==> src/design/bpr_pkg.sv <==
// Package for the block pool recycler: operation, status, ownership and
// controller state types, plus default sizing constants.
// No dependencies.
package bpr_pkg;

   // default pool size
   localparam int NUM_BLOCKS_DEF = 16;

   // queue select bit in the shared queue memory address
   localparam logic QSEL_FREE = 1'b0;
   localparam logic QSEL_FILL = 1'b1;

   typedef enum logic [1:0] {
      OP_TAKE_WRITE  = 2'd0,
      OP_COMMIT      = 2'd1,
      OP_TAKE_READ   = 2'd2,
      OP_RELEASE     = 2'd3
   } op_type;

   typedef enum logic [1:0] {
      ST_OK        = 2'd0,
      ST_EMPTY     = 2'd1,
      ST_NOT_OWNED = 2'd2
   } status_type;

   // per-block ownership phase kept in the ownership memory
   typedef enum logic [1:0] {
      OWN_NONE  = 2'd0,
      OWN_WRITE = 2'd1,
      OWN_READ  = 2'd2
   } owner_type;

   typedef enum logic [1:0] {
      S_INIT = 2'd0,
      S_IDLE = 2'd1,
      S_EXEC = 2'd2
   } state_type;

endpackage

==> src/design/block_pool_recycler_top.sv <==
// Block pool recycler top level: free/filled index queues and ownership
// tracking, kept in two synchronous memories. Depends on bpr_pkg.
//
// Usage: after reset the block runs an initialization pass (busy high)
// that loads the free queue with indices 0..NUM_BLOCKS-1 and clears all
// ownership. A request word is taken when start is high and busy is low;
// busy then stays high for one cycle, so a new word cannot be taken until
// the last one has executed. That gap is set by the registered read of the
// queue or ownership memory followed by the write-back. The response is
// registered from the executing state and appears on rsp_* for exactly
// one cycle with rsp_valid high; it cannot be stalled and is never repeated.
module block_pool_recycler_top
   import bpr_pkg::*;
#(
   parameter int NUM_BLOCKS = NUM_BLOCKS_DEF,
   parameter int IDX_W      = (NUM_BLOCKS > 1) ? $clog2(NUM_BLOCKS) : 1
) (
   input  logic             clock,
   input  logic             reset,
   input  logic             start,
   output logic             busy,
   input  logic [1:0]       req_op,
   input  logic [IDX_W-1:0] req_block_index,
   output logic             rsp_valid,
   output logic [1:0]       rsp_status,
   output logic [IDX_W-1:0] rsp_granted_index
);

   localparam int CNT_W  = $clog2(NUM_BLOCKS + 1);
   localparam int SUM_W  = CNT_W + 1;
   localparam int QADR_W = IDX_W + 1;
   localparam int QDEPTH = 2 * (1 << IDX_W);

   // memories: both index queues share one, ownership phase in the other
   logic [IDX_W-1:0] queue_mem [QDEPTH];
   owner_type        owner_mem [NUM_BLOCKS];

   // control state
   state_type        state_ff, state_in;
   logic [IDX_W-1:0] init_ff, init_in;
   logic [IDX_W-1:0] free_head_ff, free_head_in;
   logic [CNT_W-1:0] free_count_ff, free_count_in;
   logic [IDX_W-1:0] fill_head_ff, fill_head_in;
   logic [CNT_W-1:0] fill_count_ff, fill_count_in;
   logic             rsp_valid_ff, rsp_valid_in;

   // captured request and response payload
   op_type           op_ff;
   logic [IDX_W-1:0] idx_ff;
   logic             in_range_ff;
   status_type       rsp_status_ff, rsp_status_in;
   logic [IDX_W-1:0] rsp_granted_ff, rsp_granted_in;

   // memory ports
   logic [IDX_W-1:0] q_rd_ff;
   owner_type        own_rd_ff;
   logic [QADR_W-1:0] q_rd_addr;
   logic [IDX_W-1:0] own_rd_addr;
   logic             q_we;
   logic [QADR_W-1:0] q_wr_addr;
   logic [IDX_W-1:0] q_wr_data;
   logic             own_we;
   logic [IDX_W-1:0] own_wr_addr;
   owner_type        own_wr_data;

   logic             accept;
   logic             req_in_range;
   logic [SUM_W-1:0] free_sum, fill_sum;
   logic [IDX_W-1:0] free_tail, fill_tail;
   logic [IDX_W-1:0] free_head_nx, fill_head_nx;
   logic             free_full, fill_full;

   assign accept       = start && (state_ff == S_IDLE);
   assign req_in_range = ({1'b0, req_block_index} < QADR_W'(NUM_BLOCKS));

   // tail positions and wrapped head increments
   assign free_sum  = SUM_W'(free_head_ff) + SUM_W'(free_count_ff);
   assign fill_sum  = SUM_W'(fill_head_ff) + SUM_W'(fill_count_ff);
   assign free_tail = (free_sum >= SUM_W'(NUM_BLOCKS)) ?
                      IDX_W'(free_sum - SUM_W'(NUM_BLOCKS)) : IDX_W'(free_sum);
   assign fill_tail = (fill_sum >= SUM_W'(NUM_BLOCKS)) ?
                      IDX_W'(fill_sum - SUM_W'(NUM_BLOCKS)) : IDX_W'(fill_sum);
   assign free_head_nx = (free_head_ff == IDX_W'(NUM_BLOCKS - 1)) ? '0 :
                         free_head_ff + IDX_W'(1);
   assign fill_head_nx = (fill_head_ff == IDX_W'(NUM_BLOCKS - 1)) ? '0 :
                         fill_head_ff + IDX_W'(1);
   assign free_full = (free_count_ff == CNT_W'(NUM_BLOCKS));
   assign fill_full = (fill_count_ff == CNT_W'(NUM_BLOCKS));

   // read addresses, issued with the accepted word
   always_comb begin
      case (op_type'(req_op))
         OP_TAKE_READ: q_rd_addr = {QSEL_FILL, fill_head_ff};
         default:      q_rd_addr = {QSEL_FREE, free_head_ff};
      endcase
      own_rd_addr = req_in_range ? req_block_index : '0;
   end

   // next state
   always_comb begin
      state_in = state_ff;
      unique case (state_ff)
         S_INIT: if (init_ff == IDX_W'(NUM_BLOCKS - 1)) state_in = S_IDLE;
         S_IDLE: if (start) state_in = S_EXEC;
         S_EXEC: state_in = S_IDLE;
         default: state_in = S_INIT;
      endcase
   end

   // outputs: init sweep and read-modify-write of the executing word
   always_comb begin
      init_in        = init_ff;
      free_head_in   = free_head_ff;
      free_count_in  = free_count_ff;
      fill_head_in   = fill_head_ff;
      fill_count_in  = fill_count_ff;
      rsp_valid_in   = 1'b0;
      rsp_status_in  = ST_OK;
      rsp_granted_in = '0;
      q_we           = 1'b0;
      q_wr_addr      = {QSEL_FREE, init_ff};
      q_wr_data      = init_ff;
      own_we         = 1'b0;
      own_wr_addr    = init_ff;
      own_wr_data    = OWN_NONE;
      busy           = 1'b1;
      unique case (state_ff)
         S_INIT: begin
            q_we    = 1'b1;
            own_we  = 1'b1;
            init_in = init_ff + IDX_W'(1);
         end
         S_IDLE: begin
            busy = 1'b0;
         end
         S_EXEC: begin
            rsp_valid_in = 1'b1;
            unique case (op_ff)
               OP_TAKE_WRITE: begin
                  if (free_count_ff == '0) begin
                     rsp_status_in = ST_EMPTY;
                  end else begin
                     rsp_granted_in = q_rd_ff;
                     own_we         = 1'b1;
                     own_wr_addr    = q_rd_ff;
                     own_wr_data    = OWN_WRITE;
                     free_head_in   = free_head_nx;
                     free_count_in  = free_count_ff - CNT_W'(1);
                  end
               end
               OP_TAKE_READ: begin
                  if (fill_count_ff == '0) begin
                     rsp_status_in = ST_EMPTY;
                  end else begin
                     rsp_granted_in = q_rd_ff;
                     own_we         = 1'b1;
                     own_wr_addr    = q_rd_ff;
                     own_wr_data    = OWN_READ;
                     fill_head_in   = fill_head_nx;
                     fill_count_in  = fill_count_ff - CNT_W'(1);
                  end
               end
               OP_COMMIT: begin
                  if (in_range_ff && own_rd_ff == OWN_WRITE) begin
                     own_we      = 1'b1;
                     own_wr_addr = idx_ff;
                     own_wr_data = OWN_NONE;
                     // push dropped on a full queue (cannot occur)
                     if (!fill_full) begin
                        q_we          = 1'b1;
                        q_wr_addr     = {QSEL_FILL, fill_tail};
                        q_wr_data     = idx_ff;
                        fill_count_in = fill_count_ff + CNT_W'(1);
                     end
                  end else begin
                     rsp_status_in = ST_NOT_OWNED;
                  end
               end
               OP_RELEASE: begin
                  if (in_range_ff && own_rd_ff == OWN_READ) begin
                     own_we      = 1'b1;
                     own_wr_addr = idx_ff;
                     own_wr_data = OWN_NONE;
                     if (!free_full) begin
                        q_we          = 1'b1;
                        q_wr_addr     = {QSEL_FREE, free_tail};
                        q_wr_data     = idx_ff;
                        free_count_in = free_count_ff + CNT_W'(1);
                     end
                  end else begin
                     rsp_status_in = ST_NOT_OWNED;
                  end
               end
               default: rsp_status_in = ST_OK;
            endcase
         end
         default: busy = 1'b1;
      endcase
   end

   // control registers
   always_ff @(posedge clock) begin
      if (reset) begin
         state_ff      <= S_INIT;
         init_ff       <= '0;
         free_head_ff  <= '0;
         free_count_ff <= CNT_W'(NUM_BLOCKS);
         fill_head_ff  <= '0;
         fill_count_ff <= '0;
         rsp_valid_ff  <= 1'b0;
      end else begin
         state_ff      <= state_in;
         init_ff       <= init_in;
         free_head_ff  <= free_head_in;
         free_count_ff <= free_count_in;
         fill_head_ff  <= fill_head_in;
         fill_count_ff <= fill_count_in;
         rsp_valid_ff  <= rsp_valid_in;
      end
   end

   // payload registers
   always_ff @(posedge clock) begin
      if (accept) begin
         op_ff       <= op_type'(req_op);
         idx_ff      <= req_block_index;
         in_range_ff <= req_in_range;
      end
      rsp_status_ff  <= rsp_status_in;
      rsp_granted_ff <= rsp_granted_in;
   end

   // queue memory: one write port, one registered read port
   always_ff @(posedge clock) begin
      if (q_we) begin
         queue_mem[q_wr_addr] <= q_wr_data;
      end
      if (accept) begin
         q_rd_ff <= queue_mem[q_rd_addr];
      end
   end

   // ownership memory: one write port, one registered read port
   always_ff @(posedge clock) begin
      if (own_we) begin
         owner_mem[own_wr_addr] <= own_wr_data;
      end
      if (accept) begin
         own_rd_ff <= owner_mem[own_rd_addr];
      end
   end

   assign rsp_valid         = rsp_valid_ff;
   assign rsp_status        = rsp_status_ff;
   assign rsp_granted_index = rsp_granted_ff;

endmodule

==> config.mk <==
export PLATFORM = sky130hd
export DESIGN_NAME = block_pool_recycler_top
export DESIGN_NICKNAME = d
export VERILOG_FILES = /design/src/design/bpr_pkg.sv /design/src/design/block_pool_recycler_top.sv
export SDC_FILE = /design/constraint.sdc
export NUM_CORES = 1
export LEC_CHECK = 0
export BUFFER_PORTS_ARGS = -buffer_cell sky130_fd_sc_hd__buf_4
export CAP_MARGIN = 25
export CORE_MARGIN = 2
export CORE_UTILIZATION = 50
export DETAILED_ROUTE_END_ITERATION = 7
export PLACE_DENSITY = 0.8
export SLEW_MARGIN = 20
export SYNTH_ARGS = -nofsm -noshare
export SYNTH_HDL_FRONTEND = slang
export SYNTH_SLANG_ARGS = --single-unit
==> constraint.sdc <==
create_clock -name clock -period 2.8 [get_ports clock]
set_input_delay 0.14 -clock clock [delete_from_list [all_inputs] [get_ports clock]]
set_output_delay 0.14 -clock clock [all_outputs]
set_load 0.02 [all_outputs]
==> results.json, run 1 <==
{
  "result_of_the_run": "finished, final reports clean",
  "syn-instance-count": 708,
  "final.setup.worst_slack_ns": 0.0494,
  "chipWidth_um": 140,
  "power.switching_uw": 1310,
  "largest_voltage_drop_on_the_vdd_net_v": 0.000380,
  "cp.buffers_inverters": 0,
  "timing.critical_path.required_ns": 2.97,
  "synth_edf_count": 172,
  "effective_utilization_at_floorplan_pct": 51.3,
  "setup_repair_after_global_routing_missed_its_margin": "yes",
  "final_cells": 1007,
  "n_fill_cell": 1372,
  "p_seq_share_pct": 53.0,
  "fp.dieArea_mm2": 0.0197,
  "critical_path_class": "reg -> reg",
  "report.final.setup_viol": 0,
  "num-nets-final": 790,
  "clock_sink_count": 203,
  "max_cap_violations": 0,
  "placementRows": 49,
  "final_worst_path_cycle_share_pct": 98.2,
  "dpl-instance-area_mm2": 0.00987,
  "antenna_found_initial": 0,
  "multi_input_area_mm2": 0.00339,
  "maxSlewViolCount": 0,
  "buffers_on_ports": 16,
  "dp.cells": 959,
  "finalCriticalPeriod_ns": 2.75,
  "netlist_top_cells_count": "sky130_fd_sc_hd__edfxtp_1, sky130_fd_sc_hd__nor2_1, sky130_fd_sc_hd__nand2_1",
  "clk_root_buffer_cell": "sky130_fd_sc_hd__clkbuf_16",
  "power_switching_share_pct": 20.8,
  "yosys_warnings": 0,
  "synth-seq-cells": 203,
  "actual_transition_at_the_worst_max_transition_pin_ns": 0.755,
  "die_height_um": 140,
  "yosysSeqAreaShare_pct": 62.4,
  "clock_tree.htree_level_count": 1,
  "total_power_uw": 6300,
  "totalWireLength_mm": 21.4,
  "synthDominantCellAreaShare_pct": 55.7,
  "worst_skew_pair.late_latency_ns": 0.52,
  "timing.slew.headroom_pct": 49.7,
  "drt_first_pass_iters": 5,
  "crit_path_max_incr_delay_ns": 0.51,
  "route.detailed.vias_per_inst": 6.13,
  "endpoint_kind": "flip-flop",
  "tritoncts": "yes",
  "synth_top_cells_by_area": "sky130_fd_sc_hd__edfxtp_1, sky130_fd_sc_hd__dfxtp_1, sky130_fd_sc_hd__mux2i_1, sky130_fd_sc_hd__nor2_1, sky130_fd_sc_hd__nand2_1",
  "timing.critical_path.max_delay_family": "simple AND/OR/NAND/NOR gates",
  "p_clk_share_pct": 42.7,
  "stdcell_area_mm2": 0.0107,
  "yosys_top_cell_by_area": "sky130_fd_sc_hd__edfxtp_1",
  "clk_pin_slew_ns": 0.06,
  "share_comb_of_total_power_pct": 4.2,
  "area_growth_pct": 15.2,
  "grt_start_max_net_pins": 35,
  "place_worst_setup_slack_ns": 0.0512,
  "static-leakage-power_uw": 0.00383,
  "synth-async-reset-ratio_pct": 0,
  "drt-initial-drc-count": 684,
  "num_io_pins": 17,
  "vias_in_the_first_global_route": 6209,
  "synth_cell_types": 65,
  "routedWlPerCell_um": 21.3,
  "grt_use_total_pct": 21.7,
  "post_synth_instance_area_mm2": 0.00928,
  "reg2reg_setup_slack_ns": 0.05,
  "area_of_the_core_mm2": 0.0181,
  "timing.clock.skew_ns": 0.0327,
  "dpl.hpwl_mm": 14.7,
  "total_overflow_reported_by_the_global_router": 0,
  "clk_path_buf_depth": 3,
  "post_synth.cell_area_avg_um2": 13.1,
  "final-hold-violation-count": 0,
  "post-synth-top-count-cell": "sky130_fd_sc_hd__edfxtp_1",
  "drc_errors": 0,
  "clock.fmax_ghz": 0.364,
  "gp_routability_congestion": 0.946,
  "cellPowerDensity_mw_per_mm2": 590,
  "cts_made_buffers": 22,
  "postSynth.topFlopCell": "sky130_fd_sc_hd__edfxtp_1",
  "data_arrival_at_the_endpoint_of_the_critical_path_ns": 2.92,
  "hold_class": "in -> reg",
  "cp_cell_instances": "nand4bb_1, a211o_1, a21oi_1, a221o_1, nand3_1, nor2_1",
  "critical_path.slowest_cell": "sky130_fd_sc_hd__edfxtp_1",
  "layout-drive-gt1-share_pct": 18.4,
  "grt_pass1_wl_mm": 33.5,
  "seqCellArea_mm2": 0.00579,
  "antenna_violating_nets_post_route": 0,
  "cp_max_fo": 7,
  "worstSetupStartpointType": "flip-flop",
  "number_of_diodes": 0,
  "cell_internal_pwr_uw": 4990,
  "synthesis.nets": 736,
  "detailroute.via_count": 6175
}
final timing paths:
| kind | from | end | cells past startpoint |
|---|---|---|---|
| setup / recovery | op_ff[1] | queue_mem[29][3] | 6 |
| hold / removal | req_block_index[3] | idx_ff[3] | 2 |
| setup reg to reg | op_ff[1] | queue_mem[29][3] | 6 |
| hold reg to reg | fill_count_ff[4] | fill_count_ff[4] | 2 |
per-stage QoR:
stage                     hold WS, ns  TNS, ns  utilization [%]
after CTS                       0.397        0             58.7
after global routing            0.420   -0.819             59.1
after detailed placement        0.358        0             54.6
after floorplan                 0.239        0                -
final                           0.422        0             59.1
after global placement          0.349        0             54.6
registers in the layout, indices dropped and copies added, names as in the netlist, 4 cells and up:
signal and count:
fill_head_ff 4, idx_ff 4, q_rd_ff 4, free_head_ff 4, free_count_ff 5, init_ff 4
fill_count_ff 5, owner_mem 32, rsp_granted_index 4, queue_mem 128
power by group through the flow:
stage	sequential, uW	combinational [uW]	clock, uW
final	3340	266	2690
after global routing	3340	285	2830
after CTS	3340	258	2710
after detailed placement	3400	248	0
after global placement	3400	240	0
after floorplan	3390	152	0
metal layers:
| metal | track usage (%) | routed length, um | part of all wire [%] | vias to the layer above |
|---|---|---|---|---|
| met4 | 7.66 | 668 | 3.1 | 0 |
| met1 | 28.7 | 8750 | 41 | 3021 |
| li1 | - | - | - | 2805 |
| met3 | 4.31 | 1760 | 8.2 | 54 |
| met5 | 0 | 0 | 0 | - |
| met2 | 36.1 | 10200 | 48 | 295 |
kinds of logic (layout without fill, tap and decap cells):
kind of cell    after synthesis  in the layout  synth area share (%)
mux                          71             71                  9.55
compound gates              136            136                  10.3
buf+inv                      39            109                  1.81
xor+xnor                     18             18                  1.70
flops                       203            203                  62.4
fa+ha+maj                    19             19                  2.89
simple gates                222            222                  11.4
final cells by class:
cell class              instances  share of cell area, %
flip-flops and latches        203                   54.2
multi-input cells             466                   31.7
clock buffers                  31                   5.56
repair buffers                 59                   4.80
well taps                     229                   2.68
clock inverters                 9                  0.702
inverters                      10                  0.351
what timing repair did:
action                                  in CTS  in global routing
setup buffers                                0                  0
endpoints found under the setup margin       0                 93
gates resized for setup                      0                 20
hold buffers                                 8                  0
endpoints found under the hold margin       14                  0
cell usage in the layout, fill, tap and decap left out, types with 5 or more instances in the layout:
cell	n
sky130_fd_sc_hd__mux2_2	20
sky130_fd_sc_hd__a31oi_1	12
sky130_fd_sc_hd__clkinv_1	5
sky130_fd_sc_hd__nor2b_1	6
sky130_fd_sc_hd__nor3_1	6
sky130_fd_sc_hd__a22oi_1	6
sky130_fd_sc_hd__nor2_2	11
sky130_fd_sc_hd__clkbuf_16	22
sky130_fd_sc_hd__mux4_2	11
sky130_fd_sc_hd__a211oi_1	7
sky130_fd_sc_hd__nand3_1	14
sky130_fd_sc_hd__or3_1	5
sky130_fd_sc_hd__nand2b_1	12
sky130_fd_sc_hd__xnor2_1	8
sky130_fd_sc_hd__nand2_1	68
sky130_fd_sc_hd__ha_1	15
sky130_fd_sc_hd__xor2_1	10
sky130_fd_sc_hd__o22ai_1	12
sky130_fd_sc_hd__a21oi_1	34
sky130_fd_sc_hd__dfxtp_1	29
sky130_fd_sc_hd__a221o_1	7
sky130_fd_sc_hd__o21ai_0	11
sky130_fd_sc_hd__nand3b_1	5
sky130_fd_sc_hd__a21o_1	9
sky130_fd_sc_hd__a221oi_1	5
sky130_fd_sc_hd__mux2i_1	39
sky130_fd_sc_hd__dlygate4sd3_1	8
sky130_fd_sc_hd__clkbuf_1	8
sky130_fd_sc_hd__nor2_1	65
sky130_fd_sc_hd__and3_1	6
sky130_fd_sc_hd__inv_1	10
sky130_fd_sc_hd__edfxtp_1	172
sky130_fd_sc_hd__buf_4	47
(Power assumes the default switching activity.)
==> run 2: changes to the inputs <==
Settings changed: CORE_ASPECT_RATIO set to 0.8.
==> run 2 against run 1 <==
Effect of this change: non-clock buffer count down 1; worst setup slack worse by 0.052 ns; final area up 0.11%; first-iteration DRC count up 9.5%; routed wire length down 3.1%; largest power group unchanged; cell count down 0.20%; the run now ends with DRC, setup timing left; flip-flop and latch count unchanged; critical path type unchanged; count of clock-buffer cells in the layout unchanged; clock power up 3%; via count down 0.65%; global-route usage down 0.67 points; total power up 1.2%; highest routed layer unchanged.
==> results.json, run 2 (synthesized netlist as in run 1, its figures left out) <==
{
  "result_of_the_run": "finished, violations left",
  "failed_checks": "DRC, setup timing",
  "maxSlewViolCount": 0,
  "reg2reg_setup_slack_ns": -0.002,
  "clk_pin_slew_ns": 0.06,
  "worst_skew_pair.late_latency_ns": 0.49,
  "final_worst_path_cycle_share_pct": 100,
  "timing.hold.worst_endpoint": "free_head_ff[0]",
  "finalCriticalPeriod_ns": 2.80,
  "clk_root_buffer_cell": "sky130_fd_sc_hd__clkbuf_16",
  "routedWlPerCell_um": 20.7,
  "worst_hold_path.num_cells": 2,
  "totalWireLength_mm": 20.8,
  "worst_hold_startpoint": "reset",
  "grt_pass1_wl_mm": 32.1,
  "largest_registers": "queue_mem x128, owner_mem x32",
  "drc_errors": 8,
  "max_cap_violations": 0,
  "setup_repair_after_global_routing_missed_its_margin": "yes",
  "hold_class": "in -> reg",
  "area_growth_pct": 15.3,
  "total_overflow_reported_by_the_global_router": 0,
  "worst_r2r_path_depth": 6,
  "stdcell_area_mm2": 0.0107,
  "timing.clock.skew_ns": 0.00899,
  "final-hold-violation-count": 0,
  "num_io_pins": 17,
  "detailroute.via_count": 6135,
  "clock_sink_count": 203,
  "cell_internal_pwr_uw": 5090,
  "clock_tree.htree_level_count": 1,
  "layout-drive-gt1-share_pct": 18.8,
  "drt_first_pass_iters": 8,
  "actual_transition_at_the_worst_max_transition_pin_ns": 0.677,
  "final_cell_mix": "sky130_fd_sc_hd__edfxtp_1, sky130_fd_sc_hd__nor2_1, sky130_fd_sc_hd__nand2_1",
  "dpl.hpwl_mm": 14.1,
  "timing.slew.headroom_pct": 54.6,
  "critical_path_class": "reg -> reg",
  "final.setup.worst_slack_ns": -0.00231,
  "vias_in_the_first_global_route": 5941,
  "effective_utilization_at_floorplan_pct": 51.1,
  "n_fill_cell": 1381,
  "timing.critical_path.required_ns": 2.96,
  "finalCoreUtilization_pct": 58.9,
  "largest-register": "queue_mem",
  "buffers_on_ports": 16,
  "area_of_the_core_mm2": 0.0182,
  "cp_max_fo": 9,
  "share_comb_of_total_power_pct": 4.1,
  "worstSetupStartpointType": "flip-flop",
  "tritoncts": "yes",
  "power.switching_uw": 1280,
  "placementRows": 44,
  "clk_path_buf_depth": 3,
  "die_height_um": 126,
  "regToRegStartpoint": "free_count_ff[0]",
  "route.detailed.vias_per_inst": 6.10,
  "num-nets-final": 788,
  "mostFrequentLayoutCell": "sky130_fd_sc_hd__edfxtp_1",
  "total_power_uw": 6380,
  "dpl-instance-area_mm2": 0.00985,
  "place_worst_setup_slack_ns": 0.00401,
  "p_clk_share_pct": 43.6,
  "report.final.setup_viol": 1,
  "cts_made_buffers": 21,
  "number_of_diodes": 0,
  "static-leakage-power_uw": 0.00385,
  "endpoint_kind": "flip-flop",
  "clock.fmax_ghz": 0.357,
  "antenna_found_initial": 0,
  "r2r-end": "queue_mem[30][2]",
  "largest_register_ffs": 128,
  "gp_routability_congestion": 0.965,
  "fp.dieArea_mm2": 0.0197,
  "grt_use_total_pct": 21.1,
  "power_switching_share_pct": 20.1,
  "p_seq_share_pct": 52.4,
  "grt_start_max_net_pins": 33,
  "chipWidth_um": 156,
  "largest_voltage_drop_on_the_vdd_net_v": 0.000401,
  "cellPowerDensity_mw_per_mm2": 596,
  "data_arrival_at_the_endpoint_of_the_critical_path_ns": 2.96,
  "drt-initial-drc-count": 749,
  "antenna_violating_nets_post_route": 0
}
[run 2: through the flow]
step | TNS [ns] | hold WS (ns) | cells
after floorplan | 0 | 0.239 | 708
after global routing | -0.578 | 0.0255 | 1005
after global placement | 0 | 0.348 | 959
after CTS | -0.0473 | 0.00663 | 1004
final | -0.00231 | 0.0213 | 1005
after detailed placement | 0 | 0.355 | 959
[run 2: repair_timing]
| action | 4_1_cts | 5_1_grt |
|---|---|---|
| gates cloned | 0 | 0 |
| pin swaps | 0 | 0 |
| setup buffers | 0 | 1 |
| endpoints found under the setup margin | 8 | 114 |
| gates resized for setup | 1 | 16 |
| hold buffers | 7 | 0 |
| hold endpoints to repair | 8 | 0 |
[run 2: worst max-delay path by stage]
stage / startpoint / to / cells past startpoint / slack [ns]
global route: free_count_ff[0] / queue_mem[30][2] / 6 / -0.07
detailed placement: op_ff[1] / queue_mem[15][2] / 8 / 0.004
floorplan: fill_count_ff[1] / queue_mem[7][0] / 6 / 0.23
CTS: op_ff[1] / queue_mem[7][3] / 9 / -0.01
global placement: op_ff[1] / queue_mem[7][1] / 9 / 0.08
finish: free_count_ff[0] / queue_mem[30][2] / 6 / -0.002
[run 2: area by class of cell]
type | instances | area (um2) | area share, %
inverter | 10 | 37.5 | 0.351
timing repair buffer | 58 | 490 | 4.58
clock buffer | 31 | 603 | 5.64
clock inverter | 7 | 90.1 | 0.842
multi-input combinational | 466 | 3400 | 31.8
tap | 230 | 288 | 2.69
sequential | 203 | 5790 | 54.1
[run 2: power by group through the flow]
stage | Combinational, uW | Sequential [uW] | Clock [uW]
floorplan | 152 | 3390 | 0
global placement | 236 | 3400 | 0
detailed placement | 241 | 3400 | 0
CTS | 250 | 3340 | 2820
global route | 275 | 3340 | 2940
finish | 259 | 3340 | 2780
[run 2: per-layer routing]
| layer | vias up | track usage (%) | routed length (um) | part of all wire (%) |
|---|---|---|---|---|
| li1 | 2814 | - | - | - |
| met1 | 2979 | 31.2 | 8950 | 43 |
| met2 | 294 | 32.6 | 9360 | 45 |
| met3 | 48 | 3.51 | 1910 | 9.2 |
| met4 | 0 | 5.56 | 530 | 2.6 |
| met5 | - | 0 | 0 | 0 |
[run 2: critical path, cell delays in order (launching register included)]
cell	delay, ns
sky130_fd_sc_hd__dfxtp_1	0.40
sky130_fd_sc_hd__ha_1	0.25
sky130_fd_sc_hd__fa_1	0.51
sky130_fd_sc_hd__mux2i_1	0.08
sky130_fd_sc_hd__a221o_2	0.46
sky130_fd_sc_hd__or3b_4	0.45
sky130_fd_sc_hd__nor2_1	0.31
==> run 3: changes to the inputs <==
Settings changed: CELL_PAD_IN_SITES_DETAIL_PLACEMENT set to 1, CELL_PAD_IN_SITES_GLOBAL_PLACEMENT set to 1, CORE_UTILIZATION 50 to 47, PLACE_DENSITY 0.8 to 0.87.
==> run 3 against run 2 <==
Effect of this change: the run ends with setup timing left; first-iteration DRC count decreased by 13%; global-route usage increased by 4.6 points; sequential power about the same; fmax decreased by 0.23%; sequential share of layout area decreased by 0.60 points; clock skew increased by 0.012 ns; critical path depth increased by 4; final area increased by 1.2%; count of clock-buffer cells in the layout decreased by 9; worst setup slack got worse by 0.0065 ns; clock power decreased by 7%; critical endpoint is now queue_mem[7][1]; highest routed layer unchanged.
==> results.json, run 3 (synthesized netlist as in run 1, its figures left out) <==
{
  "clock_tree.htree_level_count": 1,
  "largest_register_ffs": 128,
  "static-leakage-power_uw": 0.00390,
  "stdcell_area_mm2": 0.0108,
  "grt_use_total_pct": 25.6,
  "timing.hold.worst_endpoint": "idx_ff[3]",
  "largest-register": "queue_mem",
  "timing.clock.skew_ns": 0.0210,
  "finalCriticalPeriod_ns": 2.81,
  "cp_max_fo": 8,
  "effective_utilization_at_floorplan_pct": 48.5,
  "placementRows": 45,
  "drc_errors": 0,
  "area_growth_pct": 16.7,
  "largest_voltage_drop_on_the_vdd_net_v": 0.000454,
  "detailroute.via_count": 6538,
  "worst_hold_path.num_cells": 2,
  "area_of_the_core_mm2": 0.0191,
  "gp_routability_congestion": 1.03,
  "antenna_found_initial": 1,
  "reg2reg_setup_slack_ns": -0.009,
  "num-nets-final": 806,
  "p_clk_share_pct": 41.7,
  "routedWlPerCell_um": 25.9,
  "critical_path.slowest_cell": "sky130_fd_sc_hd__edfxtp_1",
  "cp_cell_instances": "inv_1, nor2_1, inv_1, nor2_1, nor3_2, a221oi_2, buf_4, nand3_2, nor3b_1, buf_4",
  "drt_first_pass_iters": 5,
  "clk_pin_slew_ns": 0.07,
  "largest_registers": "queue_mem x128, owner_mem x32",
  "finalCoreUtilization_pct": 56.5,
  "power_switching_share_pct": 21.7,
  "failed_checks": "setup timing",
  "cellPowerDensity_mw_per_mm2": 575,
  "route.detailed.vias_per_inst": 6.24,
  "dpl.hpwl_mm": 18.2,
  "worst_hold_startpoint": "req_block_index[3]",
  "timing.critical_path.required_ns": 3.02,
  "num_io_pins": 17,
  "vias_in_the_first_global_route": 6916,
  "cell_internal_pwr_uw": 4870,
  "regToRegStartpoint": "op_ff[0]",
  "die_height_um": 130,
  "final-hold-violation-count": 0,
  "final_cells": 1048,
  "r2r-end": "queue_mem[7][1]",
  "fp.dieArea_mm2": 0.0209,
  "place_worst_setup_slack_ns": -0.0720,
  "mostFrequentLayoutCell": "sky130_fd_sc_hd__edfxtp_1",
  "worst_skew_pair.late_latency_ns": 0.51,
  "report.final.setup_viol": 4,
  "timing.slew.headroom_pct": 55.3,
  "power.switching_uw": 1350,
  "buffers_on_ports": 16,
  "totalWireLength_mm": 27.1,
  "n_fill_cell": 1927,
  "critical_path_class": "reg -> reg",
  "max_cap_violations": 0,
  "grt_pass1_wl_mm": 40.6,
  "final_cell_mix": "sky130_fd_sc_hd__edfxtp_1, sky130_fd_sc_hd__nand2_1, sky130_fd_sc_hd__buf_4",
  "total_overflow_reported_by_the_global_router": 0,
  "maxSlewViolCount": 0,
  "layout-drive-gt1-share_pct": 22.2,
  "worstSetupStartpointType": "flip-flop",
  "antenna_violating_nets_post_route": 0,
  "endpoint_kind": "flip-flop",
  "data_arrival_at_the_endpoint_of_the_critical_path_ns": 3.03,
  "grt_start_max_net_pins": 35,
  "tritoncts": "yes",
  "crit_path_max_incr_delay_ns": 0.52,
  "clk_path_buf_depth": 3,
  "clk_root_buffer_cell": "sky130_fd_sc_hd__clkbuf_16",
  "dp.cells": 997,
  "clock_sink_count": 203,
  "dpl-instance-area_mm2": 0.00993,
  "fin_worst_hold_slack_ns": 0.416,
  "drt-initial-drc-count": 651,
  "actual_transition_at_the_worst_max_transition_pin_ns": 0.670,
  "final_worst_path_cycle_share_pct": 100,
  "chipWidth_um": 161,
  "p_seq_share_pct": 53.7,
  "cts_made_buffers": 21,
  "share_comb_of_total_power_pct": 4.7,
  "result_of_the_run": "finished, violations left",
  "hold_class": "in -> reg",
  "final.setup.worst_slack_ns": -0.00885,
  "worst_r2r_path_depth": 10,
  "clock.fmax_ghz": 0.356
}
-- run 3: cell count changes in the layout (fill, tap and decap cells not counted), moves of 2 or more --
cell / change
sky130_fd_sc_hd__nor2_2: +14
sky130_fd_sc_hd__dfxtp_2: +2
sky130_fd_sc_hd__nor2_1: -14
sky130_fd_sc_hd__nor2b_1: -2
sky130_fd_sc_hd__buf_4: +19
sky130_fd_sc_hd__buf_12: -2
sky130_fd_sc_hd__clkbuf_1: -5
sky130_fd_sc_hd__nor2b_2: +2
sky130_fd_sc_hd__clkbuf_8: -4
sky130_fd_sc_hd__clkinv_1: +7
sky130_fd_sc_hd__dfxtp_1: -2
-- run 3: worst max path at each step --
stage	startpoint	depth (start not counted)	slack, ns	to
finish	op_ff[0]	10	-0.009	queue_mem[7][1]
global route	op_ff[0]	9	-0.1	queue_mem[17][1]
CTS	own_rd_ff[1]	7	0.006	queue_mem[14][2]
detailed placement	op_ff[0]	8	-0.07	queue_mem[5][2]
global placement	op_ff[0]	9	0.05	queue_mem[7][2]
floorplan	fill_count_ff[1]	6	0.23	queue_mem[7][0]
-- run 3: area by class of cell --
type / count / area, um2 / area share (%)
diodes: 1 / 2.50 / 0.0231
clock buffers: 22 / 529 / 4.89
clock inverters: 12 / 83.8 / 0.775
inverters: 10 / 37.5 / 0.347
multi-input cells: 466 / 3450 / 31.9
flip-flops and latches: 203 / 5790 / 53.5
well taps: 258 / 323 / 2.98
repair buffers: 76 / 603 / 5.57
-- run 3: power groups by stage --
stage | sequential [uW] | combinational, uW | clock, uW
floorplan | 3390 | 152 | 0
global placement | 3400 | 247 | 0
detailed placement | 3400 | 263 | 0
CTS | 3340 | 277 | 2620
global route | 3340 | 309 | 2710
finish | 3340 | 289 | 2590
-- run 3: metal layers --
metal,GRT usage (%),vias to the layer above,share of wire (%)
met5,0,-,0
met2,43.7,372,49
met1,33.1,3246,40
met3,5.22,83,8.0
met4,8.93,0,3.4
li1,-,2837,-
-- run 3: worst max-delay path, delay by kind of cell, from the launching register on --
family | cells | cell delay [ns]
and+or+nand+nor | 5 | 1.09
AOI/OAI and AO/OA | 1 | 0.22
buffers and inverters | 4 | 0.68
DFF | 1 | 0.52
-- run 3: repair_timing --
action / in CTS / in global routing
hold buffers: 8 / 0
gates resized for setup: 4 / 33
setup buffers: 0 / 8
setup endpoints to repair: 52 / 160
hold endpoints to repair: 9 / 0
pin swaps: 0 / 4
-- run 3: stage by stage --
stage,total power [uW],TNS (ns)
after floorplan,3540,0
after global placement,3650,0
after detailed placement,3670,-0.598
after CTS,6230,0
after global routing,6360,-3.72
final,6220,-0.0192
